**src/rtl/wmfp_pkg.sv**
```systemverilog
// Shared types, constants and helpers for the management frame receive parser.
// Used by every module under rtl/.
package wmfp_pkg;

   localparam int MAX_FRAME_BYTES = 4096;
   localparam int SSID_LIMIT      = 32;
   localparam int POS_W           = $clog2(MAX_FRAME_BYTES) + 1;
   localparam int HDR_LEN         = 24;
   localparam int ELEM_START      = 36;
   localparam int ADDR3_START     = 16;
   localparam logic [15:0] AID_MASK = 16'h3FFF;

   localparam int Q_DEPTH = 4;
   localparam int Q_PTR_W = $clog2(Q_DEPTH);
   localparam int Q_CNT_W = Q_PTR_W + 1;

   localparam logic [2:0] CLS_BEACON  = 3'd0;
   localparam logic [2:0] CLS_PROBE   = 3'd1;
   localparam logic [2:0] CLS_AUTH    = 3'd2;
   localparam logic [2:0] CLS_ASSOC   = 3'd3;
   localparam logic [2:0] CLS_MGMT    = 3'd4;
   localparam logic [2:0] CLS_DATA    = 3'd5;
   localparam logic [2:0] CLS_FOREIGN = 3'd6;
   localparam logic [2:0] CLS_SHORT   = 3'd7;

   localparam logic [7:0] EID_SSID = 8'd0;
   localparam logic [7:0] EID_DS   = 8'd3;
   localparam logic [7:0] EID_RSN  = 8'd48;

   localparam logic [1:0] PH_ID    = 2'd0;
   localparam logic [1:0] PH_LEN   = 2'd1;
   localparam logic [1:0] PH_FIRST = 2'd2;
   localparam logic [1:0] PH_BODY  = 2'd3;

   localparam logic RK_SSID    = 1'b0;
   localparam logic RK_SUMMARY = 1'b1;

   typedef struct packed {
      logic        has_ssid;
      logic [7:0]  ssid_byte;
      logic        ssid_restart;
      logic        has_sum;
      logic [2:0]  frame_class;
      logic [47:0] bssid;
      logic [7:0]  channel;
      logic        privacy;
      logic        auth_success;
      logic [15:0] status_value;
      logic [13:0] association_id;
      logic        link_up;
   } entry_type;

   function automatic logic [2:0] classify(input logic [7:0] b);
      logic [1:0] t;
      logic [3:0] s;
      logic [2:0] c;
      t = b[3:2];
      s = b[7:4];
      if (t == 2'd1 || t == 2'd3)  c = CLS_FOREIGN;
      else if (t == 2'd2)          c = CLS_DATA;
      else if (s == 4'd8)          c = CLS_BEACON;
      else if (s == 4'd5)          c = CLS_PROBE;
      else if (s == 4'd11)         c = CLS_AUTH;
      else if (s == 4'd1)          c = CLS_ASSOC;
      else                         c = CLS_MGMT;
      return c;
   endfunction

endpackage

```
**src/rtl/wifi_mgmt_frame_rx_parser_unit.sv**
```systemverilog
// 802.11 management frame receive parser: top level.
// Instantiates wmfp_front, wmfp_queue and wmfp_back; uses wmfp_pkg.
//
// Usage: frame bytes enter on the req_ stream, one item per byte, req_tlast
// on the final byte of a frame. Results leave on the rsp_ stream:
// rsp_tuser 0 is an SSID byte item, 1 is the frame summary item; rsp_tlast
// marks the last result caused by one input byte.
// Throughput: one byte per cycle while the result queue has a free entry. A
// byte that yields both an SSID item and the summary holds its entry until
// both leave; the four-entry result queue absorbs that and output stalls.
// A result is written into a registered queue entry when its byte is
// accepted (the front-end state is registered too) and reaches rsp_ from
// there once the queue has passed on any earlier results.
// Receiver stall: results wait in the queue; req_tready drops only when
// all four entries are held, and bytes that cause no result still need a
// free entry slot to be accepted.
// Reset: synchronous; clears the parse state, link flag and queue.
// No clearing pass; the block accepts bytes the cycle after reset.
module wifi_mgmt_frame_rx_parser_unit (
   input  logic         clock,
   input  logic         reset,
   input  logic         req_tvalid,
   output logic         req_tready,
   input  logic [7:0]   req_tdata,   // frame_byte
   input  logic         req_tlast,   // frame_end
   output logic         rsp_tvalid,
   input  logic         rsp_tready,
   // ssid_byte, ssid_restart, frame_class, bssid, channel, privacy,
   // auth_success, status_value, association_id, link_up, zero pad
   output logic [103:0] rsp_tdata,
   output logic         rsp_tuser,   // result_kind
   output logic         rsp_tlast    // last_of_run
);

   logic                push;
   logic                pop;
   logic                q_not_full;
   logic                q_not_empty;
   wmfp_pkg::entry_type push_entry;
   wmfp_pkg::entry_type head;

   wmfp_front u_front (
      .clock      (clock),
      .reset      (reset),
      .in_valid   (req_tvalid),
      .in_byte    (req_tdata),
      .in_end     (req_tlast),
      .q_ready    (q_not_full),
      .in_ready   (req_tready),
      .push       (push),
      .push_entry (push_entry)
   );

   wmfp_queue u_queue (
      .clock      (clock),
      .reset      (reset),
      .push       (push),
      .push_entry (push_entry),
      .pop        (pop),
      .not_full   (q_not_full),
      .not_empty  (q_not_empty),
      .head       (head)
   );

   wmfp_back u_back (
      .clock      (clock),
      .reset      (reset),
      .head_valid (q_not_empty),
      .head       (head),
      .pop        (pop),
      .out_valid  (rsp_tvalid),
      .out_ready  (rsp_tready),
      .out_data   (rsp_tdata),
      .out_kind   (rsp_tuser),
      .out_last   (rsp_tlast)
   );

endmodule

```
**src/rtl/wmfp_front.sv**
```systemverilog
// Front end: accepts frame bytes, tracks header fields and walks elements.
// Produces one queue entry per byte that causes results. Uses wmfp_pkg.
module wmfp_front (
   input  logic                 clock,
   input  logic                 reset,
   input  logic                 in_valid,
   input  logic [7:0]           in_byte,
   input  logic                 in_end,
   input  logic                 q_ready,
   output logic                 in_ready,
   output logic                 push,
   output wmfp_pkg::entry_type  push_entry
);

   logic [wmfp_pkg::POS_W-1:0] pos_ff, pos_in;
   logic [2:0]  kind_ff, kind_in;
   logic [1:0]  phase_ff, phase_in;
   logic [7:0]  eid_ff, eid_in;
   logic [7:0]  left_ff, left_in;
   logic [47:0] addr_ff, addr_in;
   logic [7:0]  chan_ff, chan_in;
   logic        priv_ff, priv_in;
   logic [15:0] worda_ff, worda_in;
   logic [15:0] wordb_ff, wordb_in;
   logic        emit_ff, emit_in;
   logic        conn_ff, conn_in;
   logic        accept;
   logic        in_range;
   logic [7:0]  left_dec;
   logic [2:0]  cls;
   wmfp_pkg::entry_type e;

   assign in_ready = q_ready;
   assign accept   = in_valid && q_ready;
   assign in_range = pos_ff < wmfp_pkg::POS_W'(wmfp_pkg::MAX_FRAME_BYTES);
   assign left_dec = left_ff - 8'd1;

   always_comb begin
      pos_in   = pos_ff;
      kind_in  = kind_ff;
      phase_in = phase_ff;
      eid_in   = eid_ff;
      left_in  = left_ff;
      addr_in  = addr_ff;
      chan_in  = chan_ff;
      priv_in  = priv_ff;
      worda_in = worda_ff;
      wordb_in = wordb_ff;
      emit_in  = emit_ff;
      conn_in  = conn_ff;
      e        = '0;
      cls      = '0;
      if (in_range) begin
         if (pos_ff == '0) kind_in = wmfp_pkg::classify(in_byte);
         if (kind_in != wmfp_pkg::CLS_FOREIGN) begin
            for (int k = 0; k < 6; k++) begin
               if (pos_ff == wmfp_pkg::POS_W'(wmfp_pkg::ADDR3_START + k))
                  addr_in[8*k +: 8] = in_byte;
            end
            if (pos_ff == wmfp_pkg::POS_W'(26)) worda_in = {8'd0, in_byte};
            if (pos_ff == wmfp_pkg::POS_W'(27)) worda_in = {in_byte, worda_ff[7:0]};
            if (pos_ff == wmfp_pkg::POS_W'(28)) wordb_in = {8'd0, in_byte};
            if (pos_ff == wmfp_pkg::POS_W'(29)) wordb_in = {in_byte, wordb_ff[7:0]};
            if (kind_in <= wmfp_pkg::CLS_PROBE &&
                pos_ff >= wmfp_pkg::POS_W'(wmfp_pkg::ELEM_START)) begin
               unique case (phase_ff)
                  wmfp_pkg::PH_ID: begin
                     eid_in   = in_byte;
                     phase_in = wmfp_pkg::PH_LEN;
                  end
                  wmfp_pkg::PH_LEN: begin
                     left_in = in_byte;
                     emit_in = (eid_ff == wmfp_pkg::EID_SSID) &&
                               ({1'b0, in_byte} < 9'(wmfp_pkg::SSID_LIMIT));
                     if (eid_ff == wmfp_pkg::EID_DS && in_byte != 8'd0) chan_in = 8'd0;
                     if (eid_ff == wmfp_pkg::EID_RSN) priv_in = 1'b1;
                     phase_in = (in_byte != 8'd0) ? wmfp_pkg::PH_FIRST : wmfp_pkg::PH_ID;
                  end
                  default: begin
                     if (emit_ff) begin
                        e.has_ssid     = 1'b1;
                        e.ssid_byte    = in_byte;
                        e.ssid_restart = (phase_ff == wmfp_pkg::PH_FIRST);
                     end
                     if (phase_ff == wmfp_pkg::PH_FIRST && eid_ff == wmfp_pkg::EID_DS)
                        chan_in = in_byte;
                     left_in  = left_dec;
                     phase_in = (left_dec != 8'd0) ? wmfp_pkg::PH_BODY : wmfp_pkg::PH_ID;
                  end
               endcase
            end
         end
         pos_in = pos_ff + 1'b1;
      end
      if (in_end) begin
         cls = kind_in;
         if (cls != wmfp_pkg::CLS_FOREIGN && pos_in < wmfp_pkg::POS_W'(wmfp_pkg::HDR_LEN))
            cls = wmfp_pkg::CLS_SHORT;
         if (cls == wmfp_pkg::CLS_ASSOC && worda_in == 16'd0) conn_in = 1'b1;
         e.has_sum     = 1'b1;
         e.frame_class = cls;
         if (cls <= wmfp_pkg::CLS_DATA) e.bssid = addr_in;
         if (cls <= wmfp_pkg::CLS_PROBE) begin
            e.channel = chan_in;
            e.privacy = priv_in;
         end
         if (cls == wmfp_pkg::CLS_AUTH) begin
            e.auth_success = (worda_in == 16'd2) && (wordb_in == 16'd0);
            e.status_value = wordb_in;
         end
         if (cls == wmfp_pkg::CLS_ASSOC) begin
            e.status_value   = worda_in;
            e.association_id = 14'(wordb_in & wmfp_pkg::AID_MASK);
         end
         e.link_up = conn_in;
         pos_in   = '0;
         kind_in  = '0;
         phase_in = wmfp_pkg::PH_ID;
         eid_in   = '0;
         left_in  = '0;
         addr_in  = '0;
         chan_in  = '0;
         priv_in  = 1'b0;
         worda_in = '0;
         wordb_in = '0;
         emit_in  = 1'b0;
      end
   end

   assign push       = accept && (e.has_ssid || e.has_sum);
   assign push_entry = e;

   always_ff @(posedge clock) begin
      if (reset) begin
         pos_ff   <= '0;
         kind_ff  <= '0;
         phase_ff <= wmfp_pkg::PH_ID;
         eid_ff   <= '0;
         left_ff  <= '0;
         addr_ff  <= '0;
         chan_ff  <= '0;
         priv_ff  <= 1'b0;
         worda_ff <= '0;
         wordb_ff <= '0;
         emit_ff  <= 1'b0;
         conn_ff  <= 1'b0;
      end else if (accept) begin
         pos_ff   <= pos_in;
         kind_ff  <= kind_in;
         phase_ff <= phase_in;
         eid_ff   <= eid_in;
         left_ff  <= left_in;
         addr_ff  <= addr_in;
         chan_ff  <= chan_in;
         priv_ff  <= priv_in;
         worda_ff <= worda_in;
         wordb_ff <= wordb_in;
         emit_ff  <= emit_in;
         conn_ff  <= conn_in;
      end
   end

endmodule

```
**src/rtl/wmfp_queue.sv**
```systemverilog
// Short FIFO of result entries between front end and output stage.
// Uses wmfp_pkg.
module wmfp_queue (
   input  logic                 clock,
   input  logic                 reset,
   input  logic                 push,
   input  wmfp_pkg::entry_type  push_entry,
   input  logic                 pop,
   output logic                 not_full,
   output logic                 not_empty,
   output wmfp_pkg::entry_type  head
);

   wmfp_pkg::entry_type slots_ff [wmfp_pkg::Q_DEPTH];
   logic [wmfp_pkg::Q_PTR_W-1:0] wr_ff, wr_in, rd_ff, rd_in;
   logic [wmfp_pkg::Q_CNT_W-1:0] cnt_ff, cnt_in;

   assign not_full  = cnt_ff != wmfp_pkg::Q_CNT_W'(wmfp_pkg::Q_DEPTH);
   assign not_empty = cnt_ff != '0;
   assign head      = slots_ff[rd_ff];

   always_comb begin
      wr_in  = push ? wr_ff + 1'b1 : wr_ff;
      rd_in  = pop ? rd_ff + 1'b1 : rd_ff;
      cnt_in = cnt_ff + wmfp_pkg::Q_CNT_W'(push) - wmfp_pkg::Q_CNT_W'(pop);
   end

   always_ff @(posedge clock) begin
      if (reset) begin
         wr_ff  <= '0;
         rd_ff  <= '0;
         cnt_ff <= '0;
      end else begin
         wr_ff  <= wr_in;
         rd_ff  <= rd_in;
         cnt_ff <= cnt_in;
      end
   end

   always_ff @(posedge clock) begin
      if (push) slots_ff[wr_ff] <= push_entry;
   end

   a_cnt_bound: assert property (@(posedge clock) disable iff (reset)
      cnt_ff <= wmfp_pkg::Q_CNT_W'(wmfp_pkg::Q_DEPTH))
      else $error("queue count overflow");
   a_no_push_full: assert property (@(posedge clock) disable iff (reset)
      push |-> not_full)
      else $error("push into full queue");
   a_no_pop_empty: assert property (@(posedge clock) disable iff (reset)
      pop |-> not_empty)
      else $error("pop from empty queue");
   a_ptr_gap: assert property (@(posedge clock) disable iff (reset)
      wr_ff == rd_ff + cnt_ff[wmfp_pkg::Q_PTR_W-1:0])
      else $error("queue pointers out of step with count");

endmodule

```
**src/rtl/wmfp_back.sv**
```systemverilog
// Output stage: turns the queue head into one or two result items.
// Uses wmfp_pkg.
module wmfp_back (
   input  logic                 clock,
   input  logic                 reset,
   input  logic                 head_valid,
   input  wmfp_pkg::entry_type  head,
   output logic                 pop,
   output logic                 out_valid,
   input  logic                 out_ready,
   output logic [103:0]         out_data,
   output logic                 out_kind,
   output logic                 out_last
);

   logic sent_ff, sent_in;
   logic ssid_turn;
   logic take;

   assign ssid_turn = head.has_ssid && !sent_ff;
   assign out_valid = head_valid;
   assign take      = head_valid && out_ready;
   assign out_last  = !(ssid_turn && head.has_sum);
   assign pop       = take && out_last;
   assign out_kind  = ssid_turn ? wmfp_pkg::RK_SSID : wmfp_pkg::RK_SUMMARY;

   always_comb begin
      out_data = '0;
      if (ssid_turn) begin
         out_data[7:0] = head.ssid_byte;
         out_data[8]   = head.ssid_restart;
      end else begin
         out_data[11:9]   = head.frame_class;
         out_data[59:12]  = head.bssid;
         out_data[67:60]  = head.channel;
         out_data[68]     = head.privacy;
         out_data[69]     = head.auth_success;
         out_data[85:70]  = head.status_value;
         out_data[99:86]  = head.association_id;
         out_data[100]    = head.link_up;
      end
   end

   always_comb begin
      sent_in = sent_ff;
      if (pop) sent_in = 1'b0;
      else if (take) sent_in = 1'b1;
   end

   always_ff @(posedge clock) begin
      if (reset) sent_ff <= 1'b0;
      else sent_ff <= sent_in;
   end

   a_sent_two: assert property (@(posedge clock) disable iff (reset)
      sent_ff |-> head_valid && head.has_ssid && head.has_sum)
      else $error("split flag set without a two-result entry");
   a_sent_then_pop: assert property (@(posedge clock) disable iff (reset)
      sent_ff && out_ready |-> pop)
      else $error("summary half not retired");
   a_kind_last: assert property (@(posedge clock) disable iff (reset)
      out_valid && out_kind == wmfp_pkg::RK_SUMMARY |-> out_last)
      else $error("summary result not last of run");

endmodule

```
**config.mk**
```make
export PLATFORM = sky130hd
export DESIGN_NAME = wifi_mgmt_frame_rx_parser_unit
export DESIGN_NICKNAME = d
export VERILOG_FILES = /design/src/rtl/wmfp_pkg.sv /design/src/rtl/wifi_mgmt_frame_rx_parser_unit.sv /design/src/rtl/wmfp_front.sv /design/src/rtl/wmfp_queue.sv /design/src/rtl/wmfp_back.sv
export SDC_FILE = /design/constraint.sdc
export NUM_CORES = 1
export LEC_CHECK = 0
export BUFFER_PORTS_ARGS = -buffer_cell sky130_fd_sc_hd__clkbuf_2
export CORE_MARGIN = 5
export CORE_UTILIZATION = 61
export DETAILED_ROUTE_END_ITERATION = 6
export PLACE_DENSITY = 0.84
export SLEW_MARGIN = 5
export SYNTH_ARGS = -nofsm -noshare
export SYNTH_HDL_FRONTEND = slang
export SYNTH_SLANG_ARGS = --single-unit
```
**constraint.sdc**
```tcl
create_clock -name clock -period 8 [get_ports clock]
set_input_delay 0.4 -clock clock [delete_from_list [all_inputs] [get_ports clock]]
set_output_delay 0.4 -clock clock [all_outputs]
set_load 0.02 [all_outputs]
```
# After elaboration in Yosys (flattened, before gate mapping)
# Memory sizes are Yosys's and may differ from the RTL's. A register that Yosys moved wholly into a read port is not among the register bits.
# Cells that the tools add are included.
op_classes:
  addsub: 6
  n_lt_le_gt_ge: 7
  eq_ne: 28
  mux: 86
  n_reduce_logical: 37
op_table:
  columns: ["cell", "n"]
  rows:
  - ["48-bit 2-to-1 mux", 4]
  - ["8-bit 2-to-1 mux", 21]
  - ["16-bit 2-to-1 mux", 10]
  - ["13-bit by 5-bit equality test with 1-bit output, second input constant", 10]
  - ["93-bit 2-to-1 mux", 1]
  - ["92-bit 2-to-1 mux", 1]
  - ["10-bit 2-to-1 mux", 5]
  - ["3-bit 2-to-1 mux", 12]
  - ["16-bit zero test", 2]
  - ["8-bit case mux with 2 select lines", 2]
  - ["30-bit 2-to-1 mux", 1]
  - ["13-bit 2-to-1 mux", 2]
  - ["9-bit 2-to-1 mux", 2]
  - ["17-bit 2-to-1 mux", 1]
  - ["16-bit by 2-bit equality test with 1-bit output, second input constant", 1]
  - ["2-bit 2-to-1 mux", 8]
  - ["8-bit nonzero test", 2]
  - ["1-bit 2-to-1 mux", 15]
  - ["5-bit AND reduction", 3]
  - ["13-bit by 1-bit adder with 13-bit output, second input constant", 1]
  - ["13-bit by 6-bit greater-or-equal comparator with 1-bit output, second input constant", 1]
  - ["1-bit logical AND", 13]
  - ["13-bit zero test", 1]
  - ["13-bit < comparator, second input constant", 1]
  - ["28 further kinds", 44]
word_totals:
  reg_bits: 133
  ramBits: 412
  out_inout_bits: 108
  elab_cells: 181
  mem_count: 1
mem_list:
  columns: ["name", "depth", "width", "read_ports", "rd_clocked_by_memory_dff", "wr", "line_no", "source"]
  rows:
  - ["u_queue.slots_ff", 4, 103, 1, 1, 1, "wmfp_queue.sv:14", "wmfp_pkg::entry_type slots_ff [wmfp_pkg::Q_DEPTH];"]

# Longest topological paths before layout
# Gate-level depths: netlist of run 1.
depth:
  word_depth: 22
  depth_mapped: 12
  ltp_nobuf: 12

# Hierarchy
# Synthesis of run 1 repeated with hierarchy kept, for this count alone.
unflattened:
  cells_unflattened: 1692
  hier_area_um2: 23820.3
by_module_without_submodules:
  columns: ["mod", "n_inst", "cells_per_inst", "area_each_um2", "seq_area_each_um2"]
  rows:
  - ["wmfp_queue", 1, 581, 15374.7, 12552.0]
  - ["wmfp_front", 1, 985, 7599.8, 2502.4]
  - ["wmfp_back", 1, 126, 845.8, 20.0]

# Least setup slack after synthesis of run 1
# Ideal clock, no wire load.
synth_timing:
  path_kind: "register -> register"
  start: "register u_front.pos_ff[0] in the netlist's numbering"
  end: "memory u_queue.slots_ff[0][0] in the netlist's numbering, enable pin"
  setup_ns: 0.474
  t_arrival_ns: 5.078
  required_ns: 7.526
  slack_ns: 2.448
  stages_incl_launch_ff: 10
  path_buffers: 0
  synth_period_minus_slack_ns: 5.552
  path_cell_list: "dfxtp_1 -> inv_1 -> ha_1 -> or4b_2 -> nor4_4 -> mux2_2 -> nor3_2 -> o21ai_1 -> inv_1 -> and2_1"
synth_lines:
  columns: ["item", "line_no", "source"]
  rows:
  - ["start, declared", "wmfp_front.sv:15", "logic [wmfp_pkg::POS_W-1:0] pos_ff, pos_in;"]
  - ["start signal, assigned", "wmfp_front.sv:148", "pos_ff <= pos_in;"]
  - ["end, declared", "wmfp_queue.sv:14", null]

==> results of run 1 <==
## cell usage after synthesis, drive strengths merged, types with 8 or more instances
cell / count
a21oi: 118
a22o: 26
a22oi: 31
and2: 113
and3: 11
buf: 29
clkbuf: 111
dfxtp: 135
edfxtp: 412
ha: 12
inv: 23
mux2i: 32
mux4: 103
nand2: 125
nand3: 94
nand4: 14
nor2: 146
nor2b: 13
nor3: 42
nor4: 19
o21ai: 31
o22ai: 8
or3: 8
xnor2: 9
## power by group
| group | leakage [nW] | switching [mW] | internal (mW) |
|---|---|---|---|
| registers | 4.59 | 0.0742 | 3.13 |
| logic | 2.90 | 0.888 | 0.610 |
| clock network | 0.798 | 1.01 | 1.40 |
## final cells by class
type	count	area (um^2)	share of cell area, %
Multi-Input combinational cell	1061	7980	30.5
Clock buffer	61	1360	5.18
Sequential cell	547	15100	57.6
Timing Repair Buffer	137	738	2.82
Tap cell	518	648	2.48
Inverter	23	86.3	0.330
Clock inverter	27	288	1.10
## registers in the layout, summed over array words and instances (netlist names), named ones only
name and cells:
u_back.sent_ff 1, u_front.addr_ff 48, u_front.chan_ff 8, u_front.conn_ff 1, u_front.eid_ff 8, u_front.emit_ff 1
u_front.kind_ff 3, u_front.left_ff 8, u_front.phase_ff 2, u_front.pos_ff 13, u_front.priv_ff 1, u_front.worda_ff 16
u_front.wordb_ff 16, u_queue.cnt_ff 3, u_queue.rd_ff 2, u_queue.slots_ff 412, u_queue.wr_ff 2
## worst min-delay path, stage by stage
cell and delay (ns):
clkbuf_2 0.09, nand3_1 0.07, a21oi_1 0.06
## routing by layer
layer,global-route usage [%],part of all wire [%],up-vias
li1,-,-,6777
met4,10.7,4.4,0
met5,0,0,-
met3,5.93,11,196
met2,41.6,47,1024
met1,37.1,38,7666
## worst max path at each step
stage | startpoint | end | slack [ns] | cells after the start
after global placement | u_front.pos_ff[0]$_SDFFE_PP0P_ | u_queue.slots_ff[1][65]$_DFFE_PP_ | 2.80 | 10
after CTS | u_front.pos_ff[1]$_SDFFE_PP0P_ | u_queue.slots_ff[0][16]$_DFFE_PP_ | 2.53 | 10
after detailed placement | u_front.pos_ff[1]$_SDFFE_PP0P_ | u_queue.slots_ff[0][66]$_DFFE_PP_ | 2.54 | 10
after floorplan | u_front.pos_ff[0]$_SDFFE_PP0P_ | u_queue.slots_ff[0][0]$_DFFE_PP_ | 2.45 | 9
final | u_front.pos_ff[1]$_SDFFE_PP0P_ | u_queue.slots_ff[2][21]$_DFFE_PP_ | 2.45 | 10
after global routing | u_front.pos_ff[0]$_SDFFE_PP0P_ | u_queue.slots_ff[0][72]$_DFFE_PP_ | 2.25 | 10
## cells by family after synthesis
kind of cell / Yosys count
DFF: 547
adders and majority gates: 13
buffers and inverters: 163
other: 1
and+or+nand+nor: 621
AOI/OAI and AO/OA: 269
xor gates and xnor gates: 13
muxes: 142
## cells in the final DEF, fill, tap and decap left out, drive strengths merged, types with 42 or more instances in the layout
master,n
dfxtp,135
edfxtp,412
nand3,94
a21oi,118
clkbuf,177
nor2,146
mux4,103
nand2,125
and2,113
nor3,42
## through the flow
step                      std cells  setup WS [ns]  util (%)  power (mW)
after floorplan                1771           2.45         -        4.33
after global placement         2286           2.80      63.6        4.75
after detailed placement       2286           2.54      63.6        4.78
after CTS                      2374           2.53      67.9        7.16
after global routing           2374           2.25      67.9        7.39
final                          2374           2.45      67.9        7.11
==> results.tsv, run 1 <==
stage	metric	value	unit
clocking	Sink Count	547	
synthesis	fraction of the mapped netlist area in adder cells	0.719	%
floorplan	Die Wd	207	um
timing	WHS	0.0954	ns
timing	worst relative slew slack	12.0	%
finish	Ant. Diodes	0	
worst_setup_path	critical-path cell list	inv_1, ha_1, or4b_2, nor4_4, mux2_2, nor3_2, o21ai_1, inv_1, and2_4, buf_4	
floorplan	starting density of the core	61.4	%
place	routability cong.	0.944	
synthesis	Ys Warns	0	
timing	Max Slew Vio Count	0	
worst_setup_path	Setup crit end kind	flop	
finish	fin nets	1847	
timing	Finish-stage setup viols	0	
floorplan	Die Footprint	42900	um^2
synthesis	top_reg_cell synth	edfxtp_1	
routing	WL/cell	24.6	um
routing	Vias per Instance	6.60	
synthesis	largest family of logic cells by synthesized area	simple AND/OR/NAND/NOR gates	
synthesis	Post-Syn Area	23700	um^2
clocking	clk root buf	clkbuf_16	
clocking	CTS resizes	0	
clocking	Post-CTS Hold Fix Bufs	0	
clocking	setup bufs post-CTS	0	
synthesis	Synth Area in XOR/XNOR	0.481	%
synthesis	Syn Inst Count	1769	
worst_setup_path	most used cell along the critical path	inv_1	
worst_setup_path	R2R Path Start	u_front.pos_ff[1]$_SDFFE_PP0P_	
synthesis	Synth async-reset ratio	0	%
worst_setup_path	RR Endpoint	u_queue.slots_ff[2][21]$_DFFE_PP_	
routing	Post-DRT Antenna Nets	0	
power_and_ir_drop	VDD IR-drop max	0.170	mV
global_routing	All-Layer GR Usage	26.6	%
timing	Tmin final	5.55	ns
worst_setup_path	FF-to-FF setup slack	2.45	ns
routing	initial drt markers	2391	
place	dpl hpwl	36.1	mm
worst_setup_path	CP bufs+invs	3	
routing	routed wire length	58.5	mm
routing	# DRC	0	
timing	clk_skew	0.0226	ns
synthesis	largest cells by area after synthesis	edfxtp_1, dfxtp_1, mux4_2	
worst_setup_path	WP data arrival	5.73	ns
clocking	htree depth	2	
place	Cell Area, Placed	24500	um^2
job	max cap viols	0	
clocking	CTS Buf Count	51	
timing	fmax	180	MHz
synthesis	cell taking the most area after synthesis	edfxtp_1	
power_and_ir_drop	LEAKAGE	8.29	nW
worst_hold_path	Hold Crit Class	primary input to flop	
synthesis	Yosys reg bits	547	
finish	final instance area	26200	um^2
worst_setup_path	CP Launch Type	flop	
timing	Final Hold Viols	0	
worst_setup_path	Setup Crit Path Kind	flop to flop	
outcome	status	complete, no violations	
floorplan	I/O pin cnt	121	
synthesis	mux share of post-synthesis cell area	11.5	%
worst_hold_path	Hold Path End	u_back.sent_ff$_SDFFE_PP0P_	
global_routing	largest net degree at the start of global routing	91	
floorplan	height of the die	207	um
worst_hold_path	hold depth	3	
timing	Sum Neg Setup Slack	0	ns
worst_hold_path	hold path startpoint	rsp_tready	
synthesis	Synth cell types	77	
synthesis	simple-gate area share of the yosys netlist	13.4	%
synthesis	number of synthesized flops with an enable pin	412	
worst_setup_path	CP max stage cell	buf_4	
synthesis	Compound-Gate Fraction of Synth Area	7.48	%
worst_setup_path	Largest stage delay, worst path	0.79	ns
finish	layout cells sized above 1	18.8	%
clocking	CTS tree	yes	
clocking	clk_lat worst skew	0.58	ns
worst_setup_path	R2R depth	10	
global_routing	gr ovfl total	0	
global_routing	initial antenna violation count	1	
synthesis	Synth top area share	52.3	%
place	buffers added on ports	117	
worst_setup_path	crit path max fanout	58	
clocking	clk buf depth	3	
timing	Tightest Pin Transition	1.32	ns
global_routing	first-pass GRT wire length	90.3	mm
floorplan	Std-Cell Rows	72	
worst_setup_path	Crit path required time	8.19	ns
finish	P&R area growth vs syn	10.6	%
worst_setup_path	critical path's top delay family	simple AND/OR/NAND/NOR gates	
routing	Vias	15700	
timing	fin crit share	69.3	%
global_routing	vias in the first global route	15500	
synthesis	Syn Area/Cell	13.4	um^2
synthesis	Seq/Total Area, Yosys	63.7	%
floorplan	Placeable Area	38600	um^2
finish	Fill cells	2587	
clocking	CTS clk-pin slew, worst paths	0.06	ns
routing	TritonRoute pass-1 iters	6	
timing	unrepaired setup endpoints after global routing	no	
power_and_ir_drop	PwrDens	272	nW/um^2
No activity file was read; power rests on OpenSTA's default activity.
==> inputs of run 2 (changes only) <==
--- a/config.mk
+++ b/config.mk
@@ -5,11 +5,12 @@
 export SDC_FILE = /design/constraint.sdc
 export NUM_CORES = 1
 export LEC_CHECK = 0
+export ABC_AREA = 1
 export BUFFER_PORTS_ARGS = -buffer_cell sky130_fd_sc_hd__clkbuf_2
 export CORE_MARGIN = 5
-export CORE_UTILIZATION = 61
+export CORE_UTILIZATION = 62
 export DETAILED_ROUTE_END_ITERATION = 6
-export PLACE_DENSITY = 0.84
+export PLACE_DENSITY = 0.85
 export SLEW_MARGIN = 5
 export SYNTH_ARGS = -nofsm -noshare
 export SYNTH_HDL_FRONTEND = slang
==> constraint.sdc (replaced) <==
create_clock -name clock -period 5.41 [get_ports clock]
set_input_delay 0.2705 -clock clock [delete_from_list [all_inputs] [get_ports clock]]
set_output_delay 0.2705 -clock clock [all_outputs]
set_load 0.02 [all_outputs]
==> results.tsv, run 2 <==
stage	metric	value	unit	change
floorplan	Die Wd	209	um	was 207 um
clocking	setup bufs post-CTS	0		unchanged
finish	Reg with most FFs	u_queue.slots_ff		unchanged
clocking	CTS Buf Count	53		was 51
worst_hold_path	Hold Crit Class	primary input to flop		unchanged
floorplan	starting density of the core	62.3	%	was 61.4%
power_and_ir_drop	PwrDens	416	nW/um^2	was 272 nW/um^2
timing	WHS	0.0992	ns	was 0.0954 ns
routing	TritonRoute pass-1 iters	7		was 6
synthesis	Post-Syn Area	24600	um^2	was 23700 um^2
worst_setup_path	Setup crit end kind	output port		was flop
place	buffers added on ports	117		unchanged
outcome	status	complete, no violations		unchanged
routing	DR top layer	met4		unchanged
global_routing	All-Layer GR Usage	28.9	%	was 26.6%
global_routing	initial antenna violation count	1		unchanged
worst_setup_path	RR Endpoint	u_queue.cnt_ff[2]$_SDFF_PP0_		was u_queue.slots_ff[2][21]$_DFFE_PP_
timing	fmax	235	MHz	
clocking	clk root buf	clkbuf_16		unchanged
worst_hold_path	Hold Path End	u_front.eid_ff[6]$_SDFFE_PP0P_		was u_back.sent_ff$_SDFFE_PP0P_
power_and_ir_drop	Flop pwr share	41.9	%	was 45.1%
worst_setup_path	FF-to-FF setup slack	1.18	ns	was 2.45 ns
place	routability cong.	0.927		was 0.944
synthesis	top_reg_cell synth	edfxtp_1		unchanged
routing	routed wl met2	31.8	mm	was 27.4 mm
synthesis	number of synthesized flops with an enable pin	412		unchanged
synthesis	Syn Area/Cell	9.15	um^2	was 13.4 um^2
floorplan	height of the die	209	um	was 207 um
timing	Tmin final	4.25	ns	
clocking	clk buf depth	3		unchanged
timing	Tightest Pin Transition	1.06	ns	was 1.32 ns
clocking	clk_lat worst skew	0.60	ns	was 0.58 ns
global_routing	first-pass GRT wire length	101	mm	was 90.3 mm
power_and_ir_drop	Int Power	7.56	mW	was 5.14 mW
worst_setup_path	WP data arrival	3.98	ns	was 5.73 ns
worst_setup_path	Setup Crit Path Kind	flop to output port		was flop to flop
power_and_ir_drop	LEAKAGE	10.7	nW	was 8.29 nW
synthesis	Ys Warns	0		unchanged
synthesis	Synth top area share	50.2	%	was 52.3%
worst_hold_path	hold depth	3		unchanged
timing	Finish-stage setup viols	0		unchanged
routing	WL/cell	19.7	um	was 24.6 um
routing	initial drt markers	2692		was 2391
finish	P&R area growth vs syn	10.8	%	was 10.6%
worst_setup_path	R2R depth	18		was 10
floorplan	Std-Cell Rows	73		was 72
finish	layout cells sized above 1	10.2	%	was 18.8%
clocking	CTS clk-pin slew, worst paths	0.06	ns	about the same
routing	routed wire length	65.0	mm	was 58.5 mm
timing	Final Hold Viols	0		unchanged
timing	fin crit share	78.6	%	
floorplan	Placeable Area	39500	um^2	was 38600 um^2
routing	met3 routed WL	5.86	mm	was 6.43 mm
global_routing	largest net degree at the start of global routing	177		was 91
power_and_ir_drop	net switching power	3.78	mW	was 1.98 mW
timing	worst relative slew slack	28.8	%	was 12.0%
power_and_ir_drop	sw frac	33.4	%	was 27.8%
routing	Post-DRT Antenna Nets	0		unchanged
finish	commonest non-fill, non-tap cell in the layout	nand2_1		was edfxtp_1
place	dpl hpwl	38.4	mm	was 36.1 mm
floorplan	Die Footprint	43800	um^2	was 42900 um^2
clocking	htree depth	2		unchanged
routing	Vias per Instance	6.01		was 6.60
synthesis	Yosys reg bits	547		unchanged
synthesis	Synth async-reset ratio	0	%	unchanged
place	pre-CTS WS	1.26	ns	was 2.54 ns
floorplan	I/O pin cnt	121		unchanged
global_routing	vias in the first global route	19200		was 15500
routing	Vias	19800		was 15700
finish	fin nets	2757		was 1847
synthesis	largest cells by area after synthesis	edfxtp_1, dfxtp_1, nand2_1		was edfxtp_1, dfxtp_1, mux4_2
finish	max reg flops	412		unchanged
clocking	Post-CTS Hold Fix Bufs	0		unchanged
clocking	CTS tree	yes		unchanged
finish	Fill cells	2918		was 2587
timing	Sum Neg Setup Slack	0	ns	unchanged
worst_hold_path	hold path startpoint	req_tdata[6]		was rsp_tready
power_and_ir_drop	Power, Total	11.3	mW	was 7.11 mW
synthesis	Synth cell types	42		was 77
clocking	Sink Count	547		unchanged
worst_setup_path	Crit path required time	5.14	ns	was 8.19 ns
power_and_ir_drop	VDD IR-drop max	0.381	mV	was 0.170 mV
clocking	CTS resizes	0		unchanged
synthesis	Post-synth top cells	nand2_1, edfxtp_1, nor2_1		was edfxtp_1, nor2_1, dfxtp_1
routing	# DRC	0		unchanged
synthesis	cell taking the most area after synthesis	edfxtp_1		unchanged
power_and_ir_drop	Logic pwr share	25.5	%	was 21.1%
power_and_ir_drop	clock share of power	32.6	%	was 33.9%
finish	most frequent cells in the layout	nand2_1, edfxtp_1, nor2_1, o21ai_0, inv_1		was edfxtp_1, nor2_1, dfxtp_1, nand2_1, a21oi_1
timing	clk_skew	0.0127	ns	was 0.0226 ns
synthesis	Seq/Total Area, Yosys	61.2	%	was 63.7%
timing	Max Slew Vio Count	0		unchanged
job	max cap viols	0		unchanged
worst_setup_path	R2R Path Start	u_front.pos_ff[0]$_SDFFE_PP0P_		was u_front.pos_ff[1]$_SDFFE_PP0P_
worst_setup_path	CP Launch Type	flop		unchanged
finish	Largest regs	u_queue.slots_ff x412, u_front.addr_ff x48		unchanged
synthesis	Syn Inst Count	2692		was 1769
synthesis	cell with the most instances after synthesis	nand2_1		was edfxtp_1
timing	Final WS setup	1.16	ns	was 2.45 ns
global_routing	gr ovfl total	0		unchanged
routing	DRT met1 WL	24.6	mm	was 22.1 mm
worst_setup_path	crit path max fanout	49		was 58
timing	unrepaired setup endpoints after global routing	no		unchanged
run 2: changes by cell type after synthesis, sizes merged, moves of 17 or more:
| cell | change |
|---|---|
| a22o | -26 |
| a21oi | +40 |
| o21ai | +294 |
| nor4 | -17 |
| o22ai | +85 |
| mux4 | -103 |
| inv | +245 |
| a22oi | -30 |
| nor2 | +251 |
| and2 | -113 |
| mux2i | -32 |
| nand2 | +444 |
| nor3 | -25 |
run 2: worst max-delay path by stage:
stage | cells after the start | to | startpoint
final | 9 | rsp_tdata[82] | flop
after global routing | 18 | u_queue.cnt_ff[2]$_SDFF_PP0_ | u_front.pos_ff[0]$_SDFFE_PP0P_
after CTS | 9 | rsp_tdata[82] | flop
after detailed placement | 18 | u_queue.cnt_ff[2]$_SDFF_PP0_ | req_tdata[7]
after global placement | 18 | u_queue.cnt_ff[2]$_SDFF_PP0_ | req_tdata[7]
after floorplan | 13 | u_queue.slots_ff[0][0]$_DFFE_PP_ | u_front.pos_ff[0]$_SDFFE_PP0P_
run 2: critical path: stages, from the launching register on:
cell	delay, ns
dfxtp_2	0.99
o21ai_0	0.23
o22ai_1	0.21
inv_1	0.06
nor2_1	0.19
clkinv_2	0.76
buf_4	0.55
nand2_1	0.15
inv_1	0.06
clkbuf_2	0.15
run 2: per-stage QoR:
step / instances / instance area (um^2) / utilization [%]
floorplan: 2694 / 24600 / -
global placement: 3201 / 25600 / 64.6
detailed placement: 3201 / 25600 / 64.6
CTS: 3299 / 27300 / 69.0
global route: 3300 / 27300 / 69.0
finish: 3300 / 27300 / 69.0
run 2: cell families after synthesis:
| logic type | share of synthesized area (%) |
|---|---|
| other | 0.0152 |
| AO/OA/AOI/OAI | 13.0 |
| AND/OR/NAND/NOR | 18.0 |
| flip-flops | 61.2 |
| XOR/XNOR | 0.178 |
| adder cells (fa/ha/maj) | 0.691 |
| buffers and inverters | 6.95 |
run 2: final cells by class:
cell class | count | area (um^2) | area share [%]
Timing Repair Buffer | 141 | 868 | 3.18
Clock buffer | 67 | 1430 | 5.25
Sequential cell | 547 | 15100 | 55.3
Clock inverter | 31 | 302 | 1.11
Inverter | 275 | 1040 | 3.81
Multi-Input combinational cell | 1713 | 7910 | 29.0
Antenna cell | 1 | 2.50 | 0.00917
Tap cell | 525 | 657 | 2.41
run 2: power groups by stage:
stage | Combinational, mW | Clock (mW) | Sequential (mW)
after detailed placement | 2.87 | 0 | 4.84
after global routing | 3.13 | 3.90 | 4.77
after CTS | 2.89 | 3.72 | 4.75
after floorplan | 1.98 | 0 | 4.80
after global placement | 2.80 | 0 | 4.83
final | 2.89 | 3.70 | 4.75
run 2: layer usage:
metal | GRT usage [%] | up-vias
met4 | 12.1 | 0
met1 | 37.5 | 9450
met5 | 0 | -
met2 | 49.1 | 1097
met3 | 4.35 | 193
li1 | - | 9099
